`src/hdl/rounded_box_coverage_blend_unit_assert.svh`:
```
// Assertion macros shared by the rounded box blend RTL.
`ifndef ROUNDED_BOX_COVERAGE_BLEND_UNIT_ASSERT_SVH
`define ROUNDED_BOX_COVERAGE_BLEND_UNIT_ASSERT_SVH

// Same-cycle implication, disabled while reset is asserted.
`define RBCB_ASSERT_IMP(name, clk_i, rst_ni, ante, cons, msg) \
	name: assert property (@(posedge clk_i) disable iff (!rst_ni) (ante) |-> (cons)) \
		else $error(msg);

// Next-cycle implication, disabled while reset is asserted.
`define RBCB_ASSERT_NXT(name, clk_i, rst_ni, ante, cons, msg) \
	name: assert property (@(posedge clk_i) disable iff (!rst_ni) (ante) |=> (cons)) \
		else $error(msg);

`endif

```
`src/hdl/rbcb_pkg.sv`:
```
package rbcb_pkg;

	localparam int CFG_ADDR_W = 3;
	localparam int NUM_UNITS  = 8;

	localparam logic [1:0] MODE_FILL   = 2'd0;
	localparam logic [1:0] MODE_ROUND  = 2'd1;
	localparam logic [1:0] MODE_SHADOW = 2'd2;

	localparam logic [CFG_ADDR_W-1:0] REG_MODE   = 3'd0;
	localparam logic [CFG_ADDR_W-1:0] REG_WIDTH  = 3'd1;
	localparam logic [CFG_ADDR_W-1:0] REG_HEIGHT = 3'd2;
	localparam logic [CFG_ADDR_W-1:0] REG_RADIUS = 3'd3;
	localparam logic [CFG_ADDR_W-1:0] REG_EDGE   = 3'd4;
	localparam logic [CFG_ADDR_W-1:0] REG_FILL   = 3'd5;

	localparam logic [7:0]  FULL          = 8'd255;
	localparam logic [23:0] RGB_MASK      = 24'hffffff;
	localparam int          SHADOW_STEPS  = 7;
	localparam int          SHADOW_SAMPLES = 8;

	typedef struct packed {
		logic [1:0]  mode;
		logic [11:0] box_width;
		logic [11:0] box_height;
		logic [6:0]  corner_radius;
		logic [5:0]  edge_size;
		logic [31:0] fill_color;
	} cfg_t;

	// Inset box of one test unit: offset and inset size.
	typedef struct packed {
		logic [6:0]         ofs;
		logic signed [12:0] w;
		logic signed [12:0] h;
	} unit_geom_t;

	// Clamped radius and the far corner band starts.
	typedef struct packed {
		logic [7:0]         rc;
		logic signed [12:0] wr;
		logic signed [12:0] hr;
	} unit_clamp_t;

endpackage

```
`src/hdl/rbcb_cfg.sv`:
```
module rbcb_cfg
	import rbcb_pkg::*;
(
	input  logic                               clk,
	input  logic                               arst_n,
	input  logic                               cfg_we,
	input  logic [CFG_ADDR_W-1:0]              cfg_addr,
	input  logic [31:0]                        cfg_wdata,
	output cfg_t                               cfg,
	output unit_geom_t  [NUM_UNITS-1:0]        geom,
	output unit_clamp_t [NUM_UNITS-1:0]        clamp,
	output logic        [NUM_UNITS-1:0][17:0]  r4sq
);

	localparam logic [21:0] RECIP7 = 22'd2341;
	localparam int          RECIP7_SH = 14;

	logic [1:0]  mode_q;
	logic [11:0] box_width_q;
	logic [11:0] box_height_q;
	logic [6:0]  corner_radius_q;
	logic [5:0]  edge_size_q;
	logic [31:0] fill_color_q;

	unit_geom_t  [NUM_UNITS-1:0]       geom_d;
	logic        [NUM_UNITS-1:0][7:0]  rad_d;
	unit_geom_t  [NUM_UNITS-1:0]       geom_q;
	logic        [NUM_UNITS-1:0][7:0]  rad_q;
	unit_clamp_t [NUM_UNITS-1:0]       clamp_d;
	unit_clamp_t [NUM_UNITS-1:0]       clamp_q;
	logic        [NUM_UNITS-1:0][17:0] r4sq_q;

	always_ff @(posedge clk or negedge arst_n) begin
		if (!arst_n) begin
			mode_q          <= '0;
			box_width_q     <= '0;
			box_height_q    <= '0;
			corner_radius_q <= '0;
			edge_size_q     <= '0;
			fill_color_q    <= '0;
		end else if (cfg_we) begin
			case (cfg_addr)
				REG_MODE:   mode_q          <= cfg_wdata[1:0];
				REG_WIDTH:  box_width_q     <= cfg_wdata[11:0];
				REG_HEIGHT: box_height_q    <= cfg_wdata[11:0];
				REG_RADIUS: corner_radius_q <= cfg_wdata[6:0];
				REG_EDGE:   edge_size_q     <= cfg_wdata[5:0];
				REG_FILL:   fill_color_q    <= cfg_wdata;
				default: ;
			endcase
		end
	end

	// Level 1: offset, radius and inset size of each unit.
	always_comb begin
		logic [9:0]        ring_v;
		logic [21:0]       ring_p;
		logic [6:0]        ins;
		logic signed [8:0] ring_r;
		logic [6:0]        ofs;
		logic [7:0]        rad;
		for (int k = 0; k < NUM_UNITS; k++) begin
			ring_v = 10'({4'b0, edge_size_q} * 10'((k >= 2) ? 2 * (k - 1) : 0));
			ring_p = {12'b0, ring_v} * RECIP7;
			ins    = ring_p[RECIP7_SH+6:RECIP7_SH];
			ring_r = $signed({2'b0, corner_radius_q}) + $signed({3'b0, edge_size_q})
				- $signed({2'b0, ins});
			if (k == 0) begin
				ofs = '0;
				rad = (mode_q == MODE_ROUND) ? {1'b0, corner_radius_q}
					: {1'b0, corner_radius_q} + {2'b0, edge_size_q};
			end else if (k == 1) begin
				ofs = (mode_q == MODE_ROUND) ? {1'b0, edge_size_q} : {edge_size_q, 1'b0};
				rad = ({1'b0, corner_radius_q} > {2'b0, edge_size_q})
					? {1'b0, corner_radius_q} - {2'b0, edge_size_q} : 8'd0;
			end else begin
				ofs = ins;
				rad = ring_r[8] ? 8'd0 : ring_r[7:0];
			end
			geom_d[k].ofs = ofs;
			geom_d[k].w   = $signed({1'b0, box_width_q}) - $signed({5'b0, ofs, 1'b0});
			geom_d[k].h   = $signed({1'b0, box_height_q}) - $signed({5'b0, ofs, 1'b0});
			rad_d[k]      = rad;
		end
	end

	// Level 2: clamp the radius to half the inset size.
	always_comb begin
		logic [11:0] hw;
		logic [11:0] hh;
		logic [11:0] m;
		for (int k = 0; k < NUM_UNITS; k++) begin
			hw = geom_q[k].w[12] ? 12'd0 : {1'b0, geom_q[k].w[11:1]};
			hh = geom_q[k].h[12] ? 12'd0 : {1'b0, geom_q[k].h[11:1]};
			m  = {4'b0, rad_q[k]};
			if (hw < m) m = hw;
			if (hh < m) m = hh;
			clamp_d[k].rc = m[7:0];
			clamp_d[k].wr = $signed(geom_q[k].w) - $signed({5'b0, m[7:0]});
			clamp_d[k].hr = $signed(geom_q[k].h) - $signed({5'b0, m[7:0]});
		end
	end

	// Refresh every cycle; the user must change config only while no pixel is in flight; not enforced here.
	always_ff @(posedge clk) begin
		geom_q  <= geom_d;
		rad_q   <= rad_d;
		clamp_q <= clamp_d;
		for (int k = 0; k < NUM_UNITS; k++) begin
			r4sq_q[k] <= {16'(clamp_q[k].rc * clamp_q[k].rc), 2'b00};
		end
	end

	assign cfg.mode          = mode_q;
	assign cfg.box_width     = box_width_q;
	assign cfg.box_height    = box_height_q;
	assign cfg.corner_radius = corner_radius_q;
	assign cfg.edge_size     = edge_size_q;
	assign cfg.fill_color    = fill_color_q;
	assign geom  = geom_q;
	assign clamp = clamp_q;
	assign r4sq  = r4sq_q;

endmodule

```
`config.mk`:
```
export PLATFORM = sky130hd
export DESIGN_NAME = rbcb_cfg
export DESIGN_NICKNAME = d
export VERILOG_FILES = /design/src/hdl/rounded_box_coverage_blend_unit_assert.svh /design/src/hdl/rbcb_pkg.sv /design/src/hdl/rbcb_cfg.sv
export SDC_FILE = /design/constraint.sdc
export NUM_CORES = 2
export LEC_CHECK = 0
export BUFFER_PORTS_ARGS = -buffer_cell sky130_fd_sc_hd__buf_2
export CAP_MARGIN = 5
export CORE_ASPECT_RATIO = 0.9
export CORE_MARGIN = 2
export CORE_UTILIZATION = 50
export CTS_BUF_LIST = sky130_fd_sc_hd__clkbuf_4
export DETAILED_ROUTE_END_ITERATION = 6
export PLACE_DENSITY_LB_ADDON = 0.12
export RECOVER_POWER = 25
export SLEW_MARGIN = 0
export SYNTH_ARGS = -nofsm -noshare
export SYNTH_HDL_FRONTEND = slang
export SYNTH_SLANG_ARGS = --single-unit
```
`constraint.sdc`:
```
create_clock -name clk -period 7 [get_ports clk]
set_input_delay 0.35 -clock clk [delete_from_list [all_inputs] [get_ports clk]]
set_output_delay 0.35 -clock clk [all_outputs]
set_load 0.01 [all_outputs]
```
==> summary.txt <==
Timing
  – Final Critical Period: between 6 and 7 ns
  – Setup Viol. Count Final: 0
  – Slew Limit Fails: between 150 and 200
  – Worst-margin pin slew: between 4 and 5 ns
  – Hold Fails Final Rpt: 0
  – Unrepaired setup endpoints after global routing: yes
  – Final WS setup: 0.05906 ns
  – Fmax: about 0.14 GHz
  – Relative slew margins: -172.4%
  – Fin crit share: around 100%
  – Final Skew: between 0.06 and 0.07 ns

Worst setup path
  – CP Data Required Time: between 7 and 8 ns
  – Crit-path slowest cell: fa_1
  – Flop-to-flop setup slack: 0.06 ns
  – Crit path largest cell delay: 0.55 ns
  – Worst Path Arrival: between 7 and 8 ns
  – Worst setup SP type: flip-flop
  – Type of the worst setup path: reg -> reg
  – Critical path peak fanout: 3
  – Crit end category: flip-flop

Floorplanning
  – Die width: approximately 340 um
  – Site Rows: 111
  – I/O pin cnt: between 700 and 800
  – Placeable Area: ~0.10 mm2
  – Die Ht: ~300 um
  – Starting Density: 50.47%
  – Die area: 0.1053 mm2

Detailed routing
  – Routed WL: ~150000 um
  – DRT Pass-1 Iters: 7
  – Number of remaining DRC errors: 2
  – Vias: between 40000 and 50000
  – Drt via density: around 5
  – DRT iter0 DRCs: roughly 2200
  – WL/cell: 19.46 um
  – ANT nets after route: 0

Synth
  – Count of cell types in the netlist: 81
  – Most frequent cell after synthesis: ha_1
  – Register area share after synthesis: between 20 and 30%
  – Cell area after synthesis: 0.05138 mm2
  – EDFF count, synth: 0
  – Yosys reg bits: approximately 750
  – Area contributors post-synth: dfxtp_1, ha_1, fa_1, xnor2_1, inv_1
  – Avg Cell Area, Syn: between 9 and 10 um2
  – Cells after Synth: ~5300
  – Asr flop ratio synth: under 10%
  – Area leader, netlist: dfxtp_1
  – Top cells by count, synth: ha_1, dfxtp_1, inv_1
  – Post-synth top area share: about a quarter
  – Top_reg_cell synth: dfxtp_1
  – Synth Warn #: 0

Outcome
  – Failing checks: design-rule violations, max-capacitance violations, max-slew violations
  – Outcome: finished, violations left

Place
  – Final GP Congestion: just over 0.9
  – PortBufs: 752
  – Placed Area: approximately 0.057 mm2
  – Dpl ws: -0.08707 ns
  – Final HPWL DP: between 100000 and 150000 um

GRT
  – GRT Util Overall: ~29%
  – Grt total ovfl: 0
  – Vias in the first global route: approximately 40000
  – Initial antenna violation count: 11
  – First-pass GRT wire length: 229300 um
  – Largest net degree at the start of global routing: 72

Cells and area
  – Share of cells above drive strength 1: roughly 22%
  – Area Overhead vs Synth: 18.79%
  – Fillers: 9034
  – Nets: around 7400
  – Cell area after layout: 0.06103 mm2

Hold path
  – Worst hold path class: in -> reg

Run
  – Max-Cap Viols: 7

Clock network
  – Worst-Skew Late Latency: 1.19 ns
  – CTS tree: yes
  – CTS Buf Count: about 200
  – Clock sinks: approximately 750
  – CTS max path bufs: 3
  – Reg clk slew, reported paths: 0.07 ns
  – CTS H-tree depth: 4
  – Clk root buf: clkbuf_4
==> metrics by stage <==
stage / cells / TNS [ns] / hold slack, ns / util [%]
after floorplan: 5383 / 0 / 0.05441 / -
after global placement: 7394 / -0.2243 / 0.3639 / 55.93
after detailed placement: 7394 / -0.4864 / 0.3585 / 55.93
after CTS: 7854 / 0 / 0.1358 / 59.57
after global routing: 7879 / -2.803 / 0.1857 / 59.94
final: 7882 / 0 / 0.2573 / 59.95
==> logic make-up (layout without fill, tap and decap cells) <==
family / after synthesis / after routing / synth area share, %
AO/OA/AOI/OAI: 742 / 742 / 9.712
other: 2 / 73 / 0.01462
AND/OR/NAND/NOR: 1232 / 1232 / 11.92
buffers and inverters: 857 / 1987 / 6.968
multiplexers: 244 / 244 / 5.053
flip-flops: 748 / 748 / 29.84
adder cells (fa/ha/maj): 1018 / 1018 / 28.26
XOR/XNOR: 482 / 482 / 8.232
==> what timing repair did <==
| item | CTS | global route |
|---|---|---|
| gates resized for setup | 6 | 63 |
| pin swaps | 10 | 30 |
| endpoints found under the hold margin | 142 | 0 |
| buffers inserted | 1 | 14 |
| setup endpoints to repair | 9 | 67 |
| hold buffers | 98 | 0 |
==> final cells by class <==
class | instances | area, um2 | share of cell area (%)
inverter | 659 | 2474 | 4.053
antenna | 13 | 32.53 | 0.05331
clock inverter | 68 | 455.4 | 0.7463
multi-input combinational | 3778 | 33240 | 54.46
tap | 1356 | 1697 | 2.780
timing repair buffer | 967 | 5590 | 9.160
clock buffer | 293 | 2200 | 3.604
sequential | 748 | 15340 | 25.14
==> critical path: cells and delay by family, from the launching register on <==
kind / cells / cell delay (ns)
AO/OA/AOI/OAI: 9 / 1.41
XOR/XNOR: 3 / 0.38
adder cells (fa/ha/maj): 13 / 3.96
buffers and inverters: 6 / 0.42
flip-flops: 1 / 0.50
AND/OR/NAND/NOR: 1 / 0.06
==> state kept, by name, summed over array words and instances, names as in the netlist <==
signal,cells
corner_radius_q,7
rad_q,64
clamp,272
geom,221
r4sq,120
mode_q,2
box_height_q,12
box_width_q,12
fill_color_q,32
edge_size_q,6
==> per-layer routing <==
metal  track usage (%)  share of wire [%]
met1             34.83                 41
met5                 0              0.020
met3             6.614                6.5
met2             48.46                 48
met4             13.73                4.3
==> final timing paths <==
path | start | end | cells past startpoint
setup / recovery | edge_size_q[1] | geom[220] | 32
hold / removal | cfg_addr[0] | mode_q[1] | 4
setup reg to reg | edge_size_q[1] | geom[220] | 32
hold reg to reg | box_height_q[6] | geom[6] | 0
max in group asynchronous | arst_n | edge_size_q[1] | 4
min in group asynchronous | arst_n | fill_color_q[5] | 4
==> cell usage in the layout (no fill, tap or decap), drive strengths merged, types with 130 or more instances in the layout <==
cell type    n
inv        655
nand2b     130
a21oi      159
nor2       337
and2       145
dfxtp      677
nor2b      164
xnor2      322
buf        856
xor2       160
o21ai      150
fa         249
ha         730
nand2      265
clkbuf     307
Power is left out: the tool's default activity adds up to more than one toggle a clock period on the data nets, which glitch-free logic cannot reach.
