## src/hdl/rounded_box_coverage_blend_unit_assert.svh

```systemverilog
// Assertion macros shared by the rounded box blend RTL.
`ifndef ROUNDED_BOX_COVERAGE_BLEND_UNIT_ASSERT_SVH
`define ROUNDED_BOX_COVERAGE_BLEND_UNIT_ASSERT_SVH

// Same-cycle implication, disabled while reset is asserted.
`define RBCB_ASSERT_IMP(name, clk_i, rst_ni, ante, cons, msg) \
	name: assert property (@(posedge clk_i) disable iff (!rst_ni) (ante) |-> (cons)) \
		else $error(msg);

// Next-cycle implication, disabled while reset is asserted.
`define RBCB_ASSERT_NXT(name, clk_i, rst_ni, ante, cons, msg) \
	name: assert property (@(posedge clk_i) disable iff (!rst_ni) (ante) |=> (cons)) \
		else $error(msg);

`endif

```

## src/hdl/rbcb_pkg.sv

```systemverilog
package rbcb_pkg;

	localparam int CFG_ADDR_W = 3;
	localparam int NUM_UNITS  = 8;

	localparam logic [1:0] MODE_FILL   = 2'd0;
	localparam logic [1:0] MODE_ROUND  = 2'd1;
	localparam logic [1:0] MODE_SHADOW = 2'd2;

	localparam logic [CFG_ADDR_W-1:0] REG_MODE   = 3'd0;
	localparam logic [CFG_ADDR_W-1:0] REG_WIDTH  = 3'd1;
	localparam logic [CFG_ADDR_W-1:0] REG_HEIGHT = 3'd2;
	localparam logic [CFG_ADDR_W-1:0] REG_RADIUS = 3'd3;
	localparam logic [CFG_ADDR_W-1:0] REG_EDGE   = 3'd4;
	localparam logic [CFG_ADDR_W-1:0] REG_FILL   = 3'd5;

	localparam logic [7:0]  FULL          = 8'd255;
	localparam logic [23:0] RGB_MASK      = 24'hffffff;
	localparam int          SHADOW_STEPS  = 7;
	localparam int          SHADOW_SAMPLES = 8;

	typedef struct packed {
		logic [1:0]  mode;
		logic [11:0] box_width;
		logic [11:0] box_height;
		logic [6:0]  corner_radius;
		logic [5:0]  edge_size;
		logic [31:0] fill_color;
	} cfg_t;

	// Inset box of one test unit: offset and inset size.
	typedef struct packed {
		logic [6:0]         ofs;
		logic signed [12:0] w;
		logic signed [12:0] h;
	} unit_geom_t;

	// Clamped radius and the far corner band starts.
	typedef struct packed {
		logic [7:0]         rc;
		logic signed [12:0] wr;
		logic signed [12:0] hr;
	} unit_clamp_t;

endpackage

```

## src/hdl/rbcb_box_test.sv

```systemverilog
module rbcb_box_test
	import rbcb_pkg::*;
(
	input  logic               clk,
	input  logic signed [12:0] x_s1,
	input  logic signed [12:0] y_s1,
	input  unit_geom_t         geom,
	input  unit_clamp_t        clamp,
	input  logic [17:0]        r4sq,
	output logic               hit_s5
);

	logic signed [13:0] xo_s2;
	logic signed [13:0] yo_s2;
	logic               inb_s2;
	logic [8:0]         dx_s3;
	logic [8:0]         dy_s3;
	logic               inb_s3;
	logic [17:0]        dx2_s4;
	logic [17:0]        dy2_s4;
	logic               inb_s4;

	logic signed [13:0] xo_d;
	logic signed [13:0] yo_d;
	logic signed [14:0] dx_w;
	logic signed [14:0] dy_w;
	logic [18:0]        sum_d;

	// Offset into the inset box and test its bounds.
	always_comb begin
		xo_d = $signed({x_s1[12], x_s1}) - $signed({7'b0, geom.ofs});
		yo_d = $signed({y_s1[12], y_s1}) - $signed({7'b0, geom.ofs});
	end

	// Distance into the corner band, doubled and centered on the pixel.
	function automatic logic signed [14:0] band_dist(
		input logic signed [13:0] p,
		input logic [7:0]         rc,
		input logic signed [12:0] far
	);
		logic signed [14:0] p15;
		logic signed [14:0] rc15;
		logic signed [14:0] far15;
		p15   = {p[13], p};
		rc15  = {7'b0, rc};
		far15 = {{2{far[12]}}, far};
		if (p15 < rc15)
			return ((rc15 - p15) <<< 1) - 15'sd1;
		else if (p15 >= far15)
			return ((p15 - far15) <<< 1) + 15'sd1;
		else
			return 15'sd0;
	endfunction

	always_comb begin
		dx_w  = band_dist(xo_s2, clamp.rc, clamp.wr);
		dy_w  = band_dist(yo_s2, clamp.rc, clamp.hr);
		sum_d = {1'b0, dx2_s4} + {1'b0, dy2_s4};
	end

	always_ff @(posedge clk) begin
		xo_s2  <= xo_d;
		yo_s2  <= yo_d;
		inb_s2 <= !xo_d[13] && !yo_d[13]
			&& (xo_d < $signed({geom.w[12], geom.w}))
			&& (yo_d < $signed({geom.h[12], geom.h}));

		dx_s3  <= inb_s2 ? dx_w[8:0] : 9'd0;
		dy_s3  <= inb_s2 ? dy_w[8:0] : 9'd0;
		inb_s3 <= inb_s2;

		dx2_s4 <= dx_s3 * dx_s3;
		dy2_s4 <= dy_s3 * dy_s3;
		inb_s4 <= inb_s3;

		hit_s5 <= inb_s4 && (dx2_s4 == '0 || dy2_s4 == '0 || sum_d <= {1'b0, r4sq});
	end

endmodule

```

## src/hdl/rbcb_shape.sv

```systemverilog
`include "rounded_box_coverage_blend_unit_assert.svh"

module rbcb_shape
	import rbcb_pkg::*;
(
	input  logic                              clk,
	input  logic                              arst_n,
	input  logic                              in_valid,
	input  logic signed [12:0]                pos_x,
	input  logic signed [12:0]                pos_y,
	input  logic [31:0]                       background,
	input  cfg_t                              cfg,
	input  unit_geom_t  [NUM_UNITS-1:0]       geom,
	input  unit_clamp_t [NUM_UNITS-1:0]       clamp,
	input  logic        [NUM_UNITS-1:0][17:0] r4sq,
	output logic                              v_s6,
	output logic [7:0]                        cov_s6,
	output logic [31:0]                       bg_s6
);

	logic                 v_s1, v_s2, v_s3, v_s4, v_s5;
	logic signed [12:0]   x_s1;
	logic signed [12:0]   y_s1;
	logic [31:0]          bg_s1, bg_s2, bg_s3, bg_s4, bg_s5;
	logic [NUM_UNITS-1:0] hit_s5;
	logic [2:0]           hits;
	logic [10:0]          scaled;
	logic [7:0]           cov_d;

	genvar k;
	generate
		for (k = 0; k < NUM_UNITS; k++) begin : g_unit
			rbcb_box_test u_test (
				.clk    (clk),
				.x_s1   (x_s1),
				.y_s1   (y_s1),
				.geom   (geom[k]),
				.clamp  (clamp[k]),
				.r4sq   (r4sq[k]),
				.hit_s5 (hit_s5[k])
			);
		end
	endgenerate

	always_ff @(posedge clk or negedge arst_n) begin
		if (!arst_n) begin
			v_s1 <= 1'b0;
			v_s2 <= 1'b0;
			v_s3 <= 1'b0;
			v_s4 <= 1'b0;
			v_s5 <= 1'b0;
			v_s6 <= 1'b0;
		end else begin
			v_s1 <= in_valid;
			v_s2 <= v_s1;
			v_s3 <= v_s2;
			v_s4 <= v_s3;
			v_s5 <= v_s4;
			v_s6 <= v_s5;
		end
	end

	always_ff @(posedge clk) begin
		x_s1   <= pos_x;
		y_s1   <= pos_y;
		bg_s1  <= background;
		bg_s2  <= bg_s1;
		bg_s3  <= bg_s2;
		bg_s4  <= bg_s3;
		bg_s5  <= bg_s4;
		bg_s6  <= bg_s5;
		cov_s6 <= cov_d;
	end

	// Shadow ramp: one hit for the outer box plus one per inner ring, times 255 / 8.
	always_comb begin
		hits = 3'd1;
		for (int i = 2; i < NUM_UNITS; i++) begin
			hits = hits + {2'b0, hit_s5[i]};
		end
		scaled = {hits, 8'b0} - {8'b0, hits};
	end

	always_comb begin
		case (cfg.mode)
			MODE_FILL: cov_d = FULL;
			MODE_ROUND: begin
				if (!hit_s5[0])
					cov_d = 8'd0;
				else if (cfg.edge_size != '0 && hit_s5[1])
					cov_d = 8'd0;
				else
					cov_d = FULL;
			end
			default: begin
				if (cfg.edge_size == '0)
					cov_d = hit_s5[0] ? FULL : 8'd0;
				else if (!hit_s5[0])
					cov_d = 8'd0;
				else if (hit_s5[1])
					cov_d = FULL;
				else
					cov_d = scaled[10:3];
			end
		endcase
	end

	`RBCB_ASSERT_IMP(a_round_binary, clk, arst_n, v_s6 && cfg.mode == MODE_ROUND,
		cov_s6 == 8'd0 || cov_s6 == FULL, "round mode coverage not 0 or 255")

endmodule

```

## config.mk

```make
export PLATFORM = sky130hd
export DESIGN_NAME = rbcb_shape
export DESIGN_NICKNAME = d
export VERILOG_FILES = /design/src/hdl/rbcb_pkg.sv /design/src/hdl/rbcb_box_test.sv /design/src/hdl/rbcb_shape.sv
export VERILOG_INCLUDE_DIRS = /design/src /design/src/hdl
export SDC_FILE = /design/constraint.sdc
export NUM_CORES = 2
export LEC_CHECK = 0
export BUFFER_PORTS_ARGS = -buffer_cell sky130_fd_sc_hd__buf_2
export CAP_MARGIN = 10
export CORE_ASPECT_RATIO = 1.1
export CORE_UTILIZATION = 40
export DETAILED_ROUTE_END_ITERATION = 10
export PLACE_DENSITY = 0.56
export SLEW_MARGIN = 20
export SYNTH_ARGS = -nofsm -noshare
export SYNTH_HDL_FRONTEND = slang
export SYNTH_HIERARCHICAL = 1
export SYNTH_SLANG_ARGS = --single-unit
```

## constraint.sdc

```tcl
create_clock -name clk -period 9.4 [get_ports clk]
set_input_delay 0 -clock clk [delete_from_list [all_inputs] [get_ports clk]]
set_output_delay 0 -clock clk [all_outputs]
set_load 0.1 [all_outputs]
```

==> run metrics <==
start point of the critical path y_s1[0]$_DFF_P_; Worst Path Arrival 7.07 ns; crit path kind reg -> reg; clock skew 0.0820 ns; CTS tree yes; Clock transition at path regs 0.06 ns; nets 14,900; Synth Register Bits 901; Finished Cell Area 108,000 sq um; leading cell type in the layout, fill and taps excluded inv_1; Gate Count Post-Synth 10,600; Hold WC Path Type in -> reg; share of post-route cells with drive strength above 1 9.94%; asr flop ratio synth 0.666%; worst r2r src y_s1[0]$_DFF_P_; crit start category flop; LEAKAGE 55.6 nW; Die ar. 232,000 sq um; fin. max-slew vios 0; total grt overflow 0; port buffer count 789; post-synthesis mux area share 0.545%; total track usage 25.2%; simple-gate share of the synthesized area 14.5%; clock latency on the worst-skew pair 0.81 ns; vias in the first global route 79,000; max cap viols 0; CTS buffer count 108; first-pass iteration count of the detailed router 6; final setup fails 0; Core ar. 229,000 sq um; Mean Syn Cell Area 8.66 sq um; first-pass GRT wire length 449 mm; worst vdd ir 0.000189 V; via count 76,800; worst hold start clamp[128]; post-synthesis xor/xnor area fraction 7.49%; Compound-Gate Fraction of Synth Area 13.9%; sequential share of the synthesized area 19.6%; maximum fanout along the worst path 8; DP Area 99,600 sq um; Avg Vias per Cell 5.11; clk buf depth 3; fin util 47.1%; post-CTS resize count 0; CTS sink cnt 901; largest net degree at the start of global routing 31; Tightest Pin Transition 1.04 ns; H-tree levels 3; num rows 184; ys flop type dfxtp_1; setup repair after global routing missed its margin false; I/O pins 853; Die Y 505 microns; synthesized net count 13,700; Pwr per Cell Area 125 nW/um^2; Adder-Cell Fraction of Synth Area 34.9%; Hold Fails Final Rpt 0; Worst EP required 10.12 ns; fin crit period 6.35 ns; Critical Path End Type flop; number of synthesized flops with an enable pin 0; antenna violations before repair 63; hold slack 0.0720 ns; combinational family with the most area after synthesis adder cells; Routed WL per cell 19.7 microns; setup TNS 0 ns; Yosys cell types 113; status completed; headroom to the max-slew limit 29.8%; DRC 0; fin crit share 67.5%; Max Freq 158 MHz; Syn-to-layout area delta 16.8%; Final Wtd Congestion 0.957; Root Driver clkbuf_16; highest-count cells in the layout ignoring fill and taps inv_1, ha_1, dfxtp_1; Post-Syn Area 92,100 sq um; post-route antenna net violation count 0; Initial Util 40.3%; HPWL after detailed placement 246 mm; Synth warnings 6; Die W 460 microns; final WL 296 mm; Iteration-0 DRC Markers 3,819
timing repair:
action,in CTS,in global routing
hold buffers,400,0
setup buffers,0,0
hold endpoints to repair,315,0
critical path: stages (launching register included):
cell and delay, ns:
dfxtp_2 0.57, inv_1 0.15, ha_1 0.19, inv_1 0.06, fa_1 0.41, a21o_1 0.20, a21oi_1 0.23, o21bai_1 0.09
a21oi_1 0.22, nor2b_1 0.12, nor3_1 0.23, xor2_1 0.25, ha_1 0.29, nand2_1 0.06, dlygate4sd3_1 0.54, nand3_1 0.07
dlygate4sd3_1 0.56, nand2_1 0.07, dlygate4sd3_1 0.55, o31ai_1 0.07, dlygate4sd3_1 0.58, nor4_1 0.18, dlygate4sd3_1 0.60
final timing paths:
check / to / slack, ns / depth (start not counted)
max in group asynchronous: v_s5$_DFF_PN0_ / 9.05 / 3
worst min-delay path: g_unit[3].u_test/dy_s3[1]$_SDFF_PN0_ / 0.07 / 5
worst max-delay path: g_unit[4].u_test/inb_s2$_DFF_P_ / 3.05 / 22
min in group asynchronous: v_s3$_DFF_PN0_ / 0.15 / 3
worst min register to register: bg_s4[20]$_DFF_P_ / 0.32 / 0
worst max register to register: g_unit[4].u_test/inb_s2$_DFF_P_ / 3.05 / 22
registers in the layout (all words and copies together) (netlist names), 72 cells and up:
signal	flops
g_unit.u_test/dx2_s4	136
g_unit.u_test/yo_s2	112
g_unit.u_test/dy2_s4	136
g_unit.u_test/xo_s2	112
g_unit.u_test/dy_s3	72
g_unit.u_test/dx_s3	72
cell usage after synthesis, drive strengths merged (45+ instances only):
cell	number	area share [%]
inv	2076	8.5
ha	1617	22
dfxtp	895	19
fa	595	13
nor2	577	2.4
nand2	561	2.3
a21oi	544	3.0
xnor2	510	4.9
o21ai	393	2.2
and2	337	2.3
xor2	256	2.4
nor2b	218	1.5
nor3	193	1.1
a21o	191	1.6
o21a	157	1.3
nand3	132	0.73
nand2b	122	0.83
nand4	100	0.68
nor4	98	0.68
a211oi	92	0.77
clkbuf	78	0.34
o21bai	66	0.54
o211ai	51	0.42
a31oi	48	0.33
o22ai	45	0.31
power by group:
group	switching (W)	internal, W	total, W
clock	0.00195	0.00270	0.00465
sequential	0.000288	0.00406	0.00435
combinational	0.00250	0.00197	0.00447
total	0.00474	0.00873	0.0135
routing by layer:
metal | part of all wire [%] | global-route usage [%] | routed length, microns
met5 | 0.077 | 0 | 229
met4 | 6.4 | 14.8 | 19000
met3 | 4.6 | 3.06 | 13600
met2 | 47 | 42.9 | 139000
met1 | 42 | 30.3 | 124000
cells by family after synthesis:
logic type      count (synthesis)
buf+inv                      2185
simple gates                 2582
mux                            47
compound gates               1939
fa+ha+maj                    2212
flops                         901
xor+xnor                      774
layout make-up:
type	count	area [sq um]
fill	22200	121000
antenna	32	80.1
multi-input combinational	7554	65700
clock buffer	125	2860
clock inverter	77	1120
timing repair buffer	1213	8130
tap	3069	3840
inverter	2076	7790
sequential	901	18100
metrics by stage:
stage          setup slack (ns)  power, W  std cells
2_1_floorplan              4.83   0.00737      10600
3_3_place_gp               4.52   0.00855      14400
3_5_place_dp               4.45   0.00861      14400
4_1_cts                    3.16    0.0136      15000
5_1_grt                    2.67    0.0142      15000
6_report                   3.05    0.0135      15000
Note: power is estimated with default switching activity, not from simulation.
