File: src/hdl/rounded_box_coverage_blend_unit_assert.svh
// Assertion macros shared by the rounded box blend RTL.
`ifndef ROUNDED_BOX_COVERAGE_BLEND_UNIT_ASSERT_SVH
`define ROUNDED_BOX_COVERAGE_BLEND_UNIT_ASSERT_SVH

// Same-cycle implication, disabled while reset is asserted.
`define RBCB_ASSERT_IMP(name, clk_i, rst_ni, ante, cons, msg) \
	name: assert property (@(posedge clk_i) disable iff (!rst_ni) (ante) |-> (cons)) \
		else $error(msg);

// Next-cycle implication, disabled while reset is asserted.
`define RBCB_ASSERT_NXT(name, clk_i, rst_ni, ante, cons, msg) \
	name: assert property (@(posedge clk_i) disable iff (!rst_ni) (ante) |=> (cons)) \
		else $error(msg);

`endif

File: src/hdl/rbcb_pkg.sv
package rbcb_pkg;

	localparam int CFG_ADDR_W = 3;
	localparam int NUM_UNITS  = 8;

	localparam logic [1:0] MODE_FILL   = 2'd0;
	localparam logic [1:0] MODE_ROUND  = 2'd1;
	localparam logic [1:0] MODE_SHADOW = 2'd2;

	localparam logic [CFG_ADDR_W-1:0] REG_MODE   = 3'd0;
	localparam logic [CFG_ADDR_W-1:0] REG_WIDTH  = 3'd1;
	localparam logic [CFG_ADDR_W-1:0] REG_HEIGHT = 3'd2;
	localparam logic [CFG_ADDR_W-1:0] REG_RADIUS = 3'd3;
	localparam logic [CFG_ADDR_W-1:0] REG_EDGE   = 3'd4;
	localparam logic [CFG_ADDR_W-1:0] REG_FILL   = 3'd5;

	localparam logic [7:0]  FULL          = 8'd255;
	localparam logic [23:0] RGB_MASK      = 24'hffffff;
	localparam int          SHADOW_STEPS  = 7;
	localparam int          SHADOW_SAMPLES = 8;

	typedef struct packed {
		logic [1:0]  mode;
		logic [11:0] box_width;
		logic [11:0] box_height;
		logic [6:0]  corner_radius;
		logic [5:0]  edge_size;
		logic [31:0] fill_color;
	} cfg_t;

	// Inset box of one test unit: offset and inset size.
	typedef struct packed {
		logic [6:0]         ofs;
		logic signed [12:0] w;
		logic signed [12:0] h;
	} unit_geom_t;

	// Clamped radius and the far corner band starts.
	typedef struct packed {
		logic [7:0]         rc;
		logic signed [12:0] wr;
		logic signed [12:0] hr;
	} unit_clamp_t;

endpackage

File: src/hdl/rbcb_blend.sv
`include "rounded_box_coverage_blend_unit_assert.svh"

module rbcb_blend
	import rbcb_pkg::*;
(
	input  logic        clk,
	input  logic        arst_n,
	input  logic        v_s6,
	input  logic [7:0]  cov_s6,
	input  logic [31:0] bg_s6,
	input  logic [31:0] fill_color,
	output logic        done,
	output logic [31:0] pixel,
	output logic [7:0]  coverage
);

	logic        v_s7, v_s8, done_s9;
	logic [7:0]  a_s7, a_s8;
	logic [7:0]  cov_s7, cov_s8, cov_s9;
	logic [31:0] bg_s7, bg_s8;
	logic [15:0] r_s8, g_s8, b_s8;
	logic [31:0] pixel_s9;
	logic [7:0]  na;
	logic [31:0] pixel_d;

	// Exact floor(x / 255) for any x up to 255 * 255.
	function automatic logic [7:0] div255(input logic [15:0] x);
		logic [16:0] t;
		t = {1'b0, x} + {9'b0, x[15:8]} + 17'd1;
		return t[15:8];
	endfunction

	always_ff @(posedge clk or negedge arst_n) begin
		if (!arst_n) begin
			v_s7    <= 1'b0;
			v_s8    <= 1'b0;
			done_s9 <= 1'b0;
		end else begin
			v_s7    <= v_s6;
			v_s8    <= v_s7;
			done_s9 <= v_s8;
		end
	end

	always_comb begin
		na = FULL - a_s7;
		if (a_s8 == FULL)
			pixel_d = {8'h00, fill_color[23:0] & RGB_MASK};
		else if (a_s8 == 8'd0)
			pixel_d = bg_s8;
		else
			pixel_d = {8'h00, div255(r_s8), div255(g_s8), div255(b_s8)};
	end

	always_ff @(posedge clk) begin
		a_s7   <= div255(fill_color[31:24] * cov_s6);
		cov_s7 <= cov_s6;
		bg_s7  <= bg_s6;

		a_s8   <= a_s7;
		cov_s8 <= cov_s7;
		bg_s8  <= bg_s7;
		r_s8   <= fill_color[23:16] * a_s7 + bg_s7[23:16] * na;
		g_s8   <= fill_color[15:8] * a_s7 + bg_s7[15:8] * na;
		b_s8   <= fill_color[7:0] * a_s7 + bg_s7[7:0] * na;

		pixel_s9 <= pixel_d;
		cov_s9   <= cov_s8;
	end

	assign done     = done_s9;
	assign pixel    = pixel_s9;
	assign coverage = cov_s9;

	`RBCB_ASSERT_NXT(a_clear_keeps_bg, clk, arst_n, v_s8 && a_s8 == 8'd0,
		pixel_s9 == $past(bg_s8), "zero alpha altered background")

endmodule

File: config.mk
export PLATFORM = sky130hd
export DESIGN_NAME = rbcb_blend
export DESIGN_NICKNAME = d
export VERILOG_FILES = /design/src/hdl/rbcb_pkg.sv /design/src/hdl/rbcb_blend.sv
export VERILOG_INCLUDE_DIRS = /design/src /design/src/hdl
export SDC_FILE = /design/constraint.sdc
export NUM_CORES = 1
export LEC_CHECK = 0
export ABC_AREA = 1
export BUFFER_PORTS_ARGS = -buffer_cell sky130_fd_sc_hd__buf_2
export CORE_MARGIN = 2
export CORE_UTILIZATION = 40
export DETAILED_ROUTE_END_ITERATION = 8
export PLACE_DENSITY_LB_ADDON = 0.15
export SYNTH_ARGS = -nofsm -noshare
export SYNTH_HDL_FRONTEND = slang
export SYNTH_SLANG_ARGS = --single-unit
File: constraint.sdc
create_clock -name clk -period 8.35 [get_ports clk]
set_input_delay 0.835 -clock clk [delete_from_list [all_inputs] [get_ports clk]]
set_output_delay 0.835 -clock clk [all_outputs]
set_load 0.02 [all_outputs]
==> results of run 1 <==
## cell usage in the layout (no fill, tap or decap), types with 6 or more instances in the layout
cell type,n
buf_2,115
nand3_2,6
nor3_1,8
nand3_1,47
inv_1,703
xnor2_1,17
nand4_1,16
a21oi_1,62
o21ai_0,52
dfxtp_1,179
clkbuf_16,17
inv_6,6
nor2_1,227
ha_1,249
buf_4,13
nand2_1,532
nand2_2,7
fa_1,324
xor2_1,40
## final cells by class
class,count,area (um^2),share of cell area
Clock buffer,20,457,0.0199
Multi-Input combinational cell,1641,14400,0.627
Sequential cell,187,3760,0.164
Timing Repair Buffer,128,673,0.0294
Inverter,704,2640,0.115
Clock inverter,12,141,0.00616
Antenna cell,2,5.00,0.000218
Tap cell,688,861,0.0375
## logic make-up (layout without fill, tap and decap cells)
| group | Yosys count | after routing | share of synthesized area |
|---|---|---|---|
| simple gates | 857 | 857 | 0.162 |
| xor+xnor | 58 | 58 | 0.0244 |
| flops | 187 | 187 | 0.178 |
| compound gates | 149 | 149 | 0.0391 |
| mux | 1 | 1 | 0.000533 |
| buf+inv | 792 | 864 | 0.141 |
| fa+ha+maj | 573 | 573 | 0.455 |
| other cells | 1 | 5 | 0.000178 |
## registers in the layout, indices dropped and copies added, names as in the netlist, 16 cells and up
name	cells
b_s8	16
bg_s7	32
bg_s8	32
g_s8	16
pixel	32
r_s8	16
## metal layers
metal  global-route usage  up-vias  wire length (um)
li1                     -     7740                 -
met1                0.285     7695             24600
met2                0.327      380             23700
met3               0.0384       89              2800
met4               0.0769        0              1650
met5                    0        -                 0
## worst max-delay path by stage
stage	from	end	slack, ns	cells past startpoint
after floorplan	fill_color[13]	g_s8[14]$_DFF_P_	2.72	22
after detailed placement	a_s7[5]$_DFF_P_	g_s8[14]$_DFF_P_	2.30	20
after global routing	a_s7[5]$_DFF_P_	g_s8[14]$_DFF_P_	1.88	20
after global placement	a_s7[5]$_DFF_P_	b_s8[12]$_DFF_P_	2.36	18
after CTS	a_s7[5]$_DFF_P_	g_s8[14]$_DFF_P_	2.30	20
final	a_s7[5]$_DFF_P_	g_s8[14]$_DFF_P_	2.27	20
## metrics by stage
stage	hold WS (ns)	area (um^2)	util
floorplan	0.310	21100	-
global placement	0.311	22300	0.427
detailed placement	0.312	22300	0.427
CTS	0.0830	22900	0.438
global route	0.0993	22900	0.438
finish	0.122	22900	0.438
## worst max-delay path, stage by stage (launching register included)
cell and delay [ns]:
dfxtp_1 0.94, inv_1 0.52, nand2_1 0.23, fa_1 0.44, fa_1 0.50, inv_1 0.05
fa_1 0.41, fa_1 0.44, fa_1 0.52, inv_1 0.05, fa_1 0.47, inv_1 0.04
ha_1 0.32, a21oi_1 0.16, o21ai_0 0.09, a21oi_1 0.21, o21ai_0 0.16, a21oi_1 0.17
nor2_1 0.05, nor2_1 0.11, xor2_1 0.14
==> reports/metrics.cfg, run 1 <==
[clock_network]
h-tree-depth = 4
clkTransAtPathRegs_ns = 0.09
cts_tree = done
hold_buffers = 0
insertion_delay_ns = 0.51
cts-root-buf = clkbuf_16
clockBufferDepth = 2
cts_buffers = 17
cts_resized = 0
cts_setup_buffers = 0
cts_sinks = 187

[worst_setup_path]
r2r.worst_path.cells = 20
end_kind = flop
worstPathArrival_ns = 6.52
timing.rr.start = a_s7[5]$_DFF_P_
r2r_slack_ns = 2.27
crit_fanout = 20
cp-start-kind = flop
critical_path_required_ns = 8.79
r2r-end = g_s8[14]$_DFF_P_
path_class = reg -> reg

[floorplan]
die_h_um = 234
die_w_um = 234
die-area_mm2 = 0.0546
boundaryPins = 116
fp-row-count = 84
start_util = 0.403
core_mm2 = 0.0523

[worst_hold_path]
hp-class = in -> async

[grt]
grt_pass1_vias = 16676
grt_first_pass_wirelength_um = 87200
grt_max_degree = 39
grt_usage = 0.208
antenna_found_initial = 3
overflow = 0

[yosys]
yosys_warnings = 0
ys_types = 42
yosysTopAreaCell = fa_1
synthFlopType = dfxtp_1
synth_common_cells = inv_1 (703), nand2_1 (532), fa_1 (324)
ys_ff_latch = 187
synth_edf_count = 0
netlist_top_cells_area = fa_1 (31%), dfxtp_1 (17%), ha_1 (15%)
synth_top_area_frac = 0.307
synthMostInstantiatedCell = inv_1
seq_area_frac_synth = 0.178
synth_area_mm2 = 0.0211
synthArstFlopShare = 0.0160
netlist_instances = 2618
avgSynthCellArea_um2 = 8.06

[detailed_routing]
wl_per_cell_um = 15.6
drtAntennaViolNets = 0
wl_um = 52700
drt_iter0_drc = 886
firstDrtPassIters = 8
drc = 0
vias_per_cell = 4.70
vias = 15904

[timing]
hold_viol = 0
fin_crit_ns = 6.08
clock_skew_ns = 0.0182
tns_ns = 0
fmax_ghz = 0.164
finalSetupViolations = 0
slew_headroom = 0.332
rsz0062_at_grt = false
post-route-period-util = 0.728
slew_viol_final = 0
worstMarginPinSlew_ns = 1.00
postLayoutSetupSlackWorst_ns = 2.27

[place]
numPortBuffers = 115
gp_congestion = 0.868
dpl.hpwl_um = 42800
place_ws_ns = 2.30
place_inst = 3348

[layout]
syn2layout_area_growth_pct = 8.64
fillers = 5289
drive_gt1_frac = 0.0698
final_nets = 3327
fin_cells = 3382

[run_status]
status = complete, no violations

[run]
cap_violations = 0

Power of run 1 is left out: the tool's default activity adds up to more than one toggle a clock period on the data nets, which glitch-free logic cannot reach.
==> run 2, diff against run 1 <==
==> constraint.sdc (replaced) <==
create_clock -name clk -period 5.9 [get_ports clk]
set_input_delay 0.59 -clock clk [delete_from_list [all_inputs] [get_ports clk]]
set_output_delay 0.59 -clock clk [all_outputs]
set_load 0.02 [all_outputs]
==> reports/metrics.cfg, run 2 (synthesis gave the netlist of run 1 again) <==
[run_status]
status = complete, no violations  ; unchanged

[layout]
drive_gt1_frac = 0.0818  ; was 0.0698
final_nets = 3361  ; was 3327
layout_commonest_cell = inv_1  ; unchanged
final_cell_mix = inv_1 (703), nand2_1 (532), fa_1 (324)  ; unchanged
syn2layout_area_growth_pct = 10.1  ; was 8.64%

[timing]
post-route-period-util = 0.946  ; was 0.728
finalSetupViolations = 0  ; unchanged
worstMarginPinSlew_ns = 1.09  ; was 1.00 ns
rsz0062_at_grt = false  ; unchanged
slew_viol_final = 0  ; unchanged
fmax_ghz = 0.179  ; was 0.164 GHz
slew_headroom = 0.274  ; was 0.332
hold_viol = 0  ; unchanged
clock_skew_ns = 0.0231  ; was 0.0182 ns
fin_crit_ns = 5.58  ; was 6.08 ns
tns_ns = 0  ; unchanged

[clock_network]
h-tree-depth = 4  ; unchanged
cts-root-buf = clkbuf_16  ; unchanged
clkTransAtPathRegs_ns = 0.09  ; about the same
cts_setup_buffers = 0  ; unchanged
cts_sinks = 187  ; unchanged
cts_tree = done  ; unchanged
insertion_delay_ns = 0.51  ; about the same
cts_buffers = 17  ; unchanged
clockBufferDepth = 2  ; unchanged

[floorplan]
fp-row-count = 84  ; unchanged
die_w_um = 234  ; unchanged
core_mm2 = 0.0523  ; unchanged
die_h_um = 234  ; unchanged
boundaryPins = 116  ; unchanged
die-area_mm2 = 0.0546  ; unchanged
start_util = 0.403  ; unchanged

[grt]
antenna_found_initial = 3  ; unchanged
grt_first_pass_wirelength_um = 87800  ; was 87200 um
grt_pass1_vias = 16644  ; was 16.7k
overflow = 0  ; unchanged
grt_usage = 0.210  ; was 0.208
grt_max_degree = 47  ; was 39

[detailed_routing]
dr.max_layer_used = met4  ; unchanged
wl_per_cell_um = 15.5  ; was 15.6 um
drc = 0  ; unchanged
drt_iter0_drc = 860  ; was 886
vias_per_cell = 4.66  ; was 4.70
wl_um = 53100  ; was 52700 um
drt-met1-wl_um = 24500  ; was 24600 um
wl_met3_um = 2670  ; was 2800 um
firstDrtPassIters = 5  ; was 8
wl_met2_um = 24800  ; was 23700 um
vias = 15918  ; about the same
drtAntennaViolNets = 0  ; unchanged

[worst_setup_path]
path_class = reg -> reg  ; unchanged
r2r_slack_ns = 0.32  ; was 2.27 ns
r2r.worst_path.cells = 20  ; unchanged
cp-start-kind = flop  ; unchanged
crit_fanout = 8  ; was 20
r2r-end = r_s8[15]$_DFF_P_  ; was g_s8[14]$_DFF_P_
critical_path_required_ns = 6.34  ; was 8.79 ns
worstPathArrival_ns = 6.02  ; was 6.52 ns
timing.rr.start = a_s7[7]$_DFF_P_  ; was a_s7[5]$_DFF_P_
end_kind = flop  ; unchanged

[run]
cap_violations = 0  ; unchanged

[worst_hold_path]
hp-class = in -> reg  ; was in -> async
hold_depth = 1
hold_end = bg_s7[23]$_DFF_P_
min-delay-start = bg_s6[23]

[place]
numPortBuffers = 115  ; unchanged
gp_congestion = 0.864  ; was 0.868
dpl.hpwl_um = 44200  ; was 42800 um

[run 2: worst max-delay path by stage]
| stage | from | endpoint | cells past startpoint | slack, ns |
|---|---|---|---|---|
| floorplan | a_s7[4]$_DFF_P_ | g_s8[14]$_DFF_P_ | 23 | 0.47 |
| global placement | fill_color[12] | g_s8[14]$_DFF_P_ | 21 | 0.29 |
| detailed placement | cov_s6[4] | a_s7[7]$_DFF_P_ | 27 | 0.23 |
| CTS | a_s7[3]$_DFF_P_ | b_s8[13]$_DFF_P_ | 16 | 0.30 |
| global route | a_s7[7]$_DFF_P_ | r_s8[15]$_DFF_P_ | 20 | 0.009 |
| finish | a_s7[7]$_DFF_P_ | r_s8[15]$_DFF_P_ | 20 | 0.32 |
[run 2: layout make-up]
type                    instances  area (um^2)
repair buffers                162          993
well taps                     688          861
fillers                      5287        29100
clock buffers                  17          425
clock inverters                15          151
diodes                          2         5.00
multi-input cells            1641        14400
inverters                     704         2640
flip-flops and latches        187         3770
[run 2: layer usage]
layer | vias up | track usage
met3 | 49 | 0.0378
met2 | 309 | 0.338
met5 | - | 0
met4 | 0 | 0.0629
li1 | 7816 | -
met1 | 7744 | 0.288
[run 2: stage by stage]
| step | std cells | hold slack [ns] | utilization | setup WS [ns] | area [um^2] |
|---|---|---|---|---|---|
| after floorplan | 2620 | 0.294 | - | 0.469 | 21100 |
| after global placement | 3381 | 0.310 | 0.433 | 0.287 | 22600 |
| after detailed placement | 3381 | 0.312 | 0.433 | 0.226 | 22600 |
| after CTS | 3414 | 0.130 | 0.444 | 0.300 | 23200 |
| after global routing | 3415 | 0.141 | 0.444 | 0.00948 | 23200 |
| final | 3416 | 0.174 | 0.444 | 0.317 | 23200 |
[run 2: critical path, cell delays in order (launching register included)]
cell,delay [ns]
dfxtp_1,0.63
inv_1,0.25
buf_4,0.24
nand2_1,0.08
fa_1,0.41
inv_1,0.08
fa_1,0.43
fa_1,0.49
inv_1,0.06
fa_1,0.47
inv_1,0.05
fa_1,0.47
inv_1,0.05
fa_1,0.47
inv_1,0.04
ha_1,0.30
nand2_1,0.08
nor3_1,0.26
nand4_1,0.13
o21ai_0,0.36
xnor2_1,0.16
[run 2: repair_timing]
item | in CTS | in global routing
endpoints found under the hold margin | 3 | 0
hold buffers | 1 | 0
resized for setup | 0 | 2
setup endpoints to repair | 0 | 2
Power of run 2 is left out for the same reason.
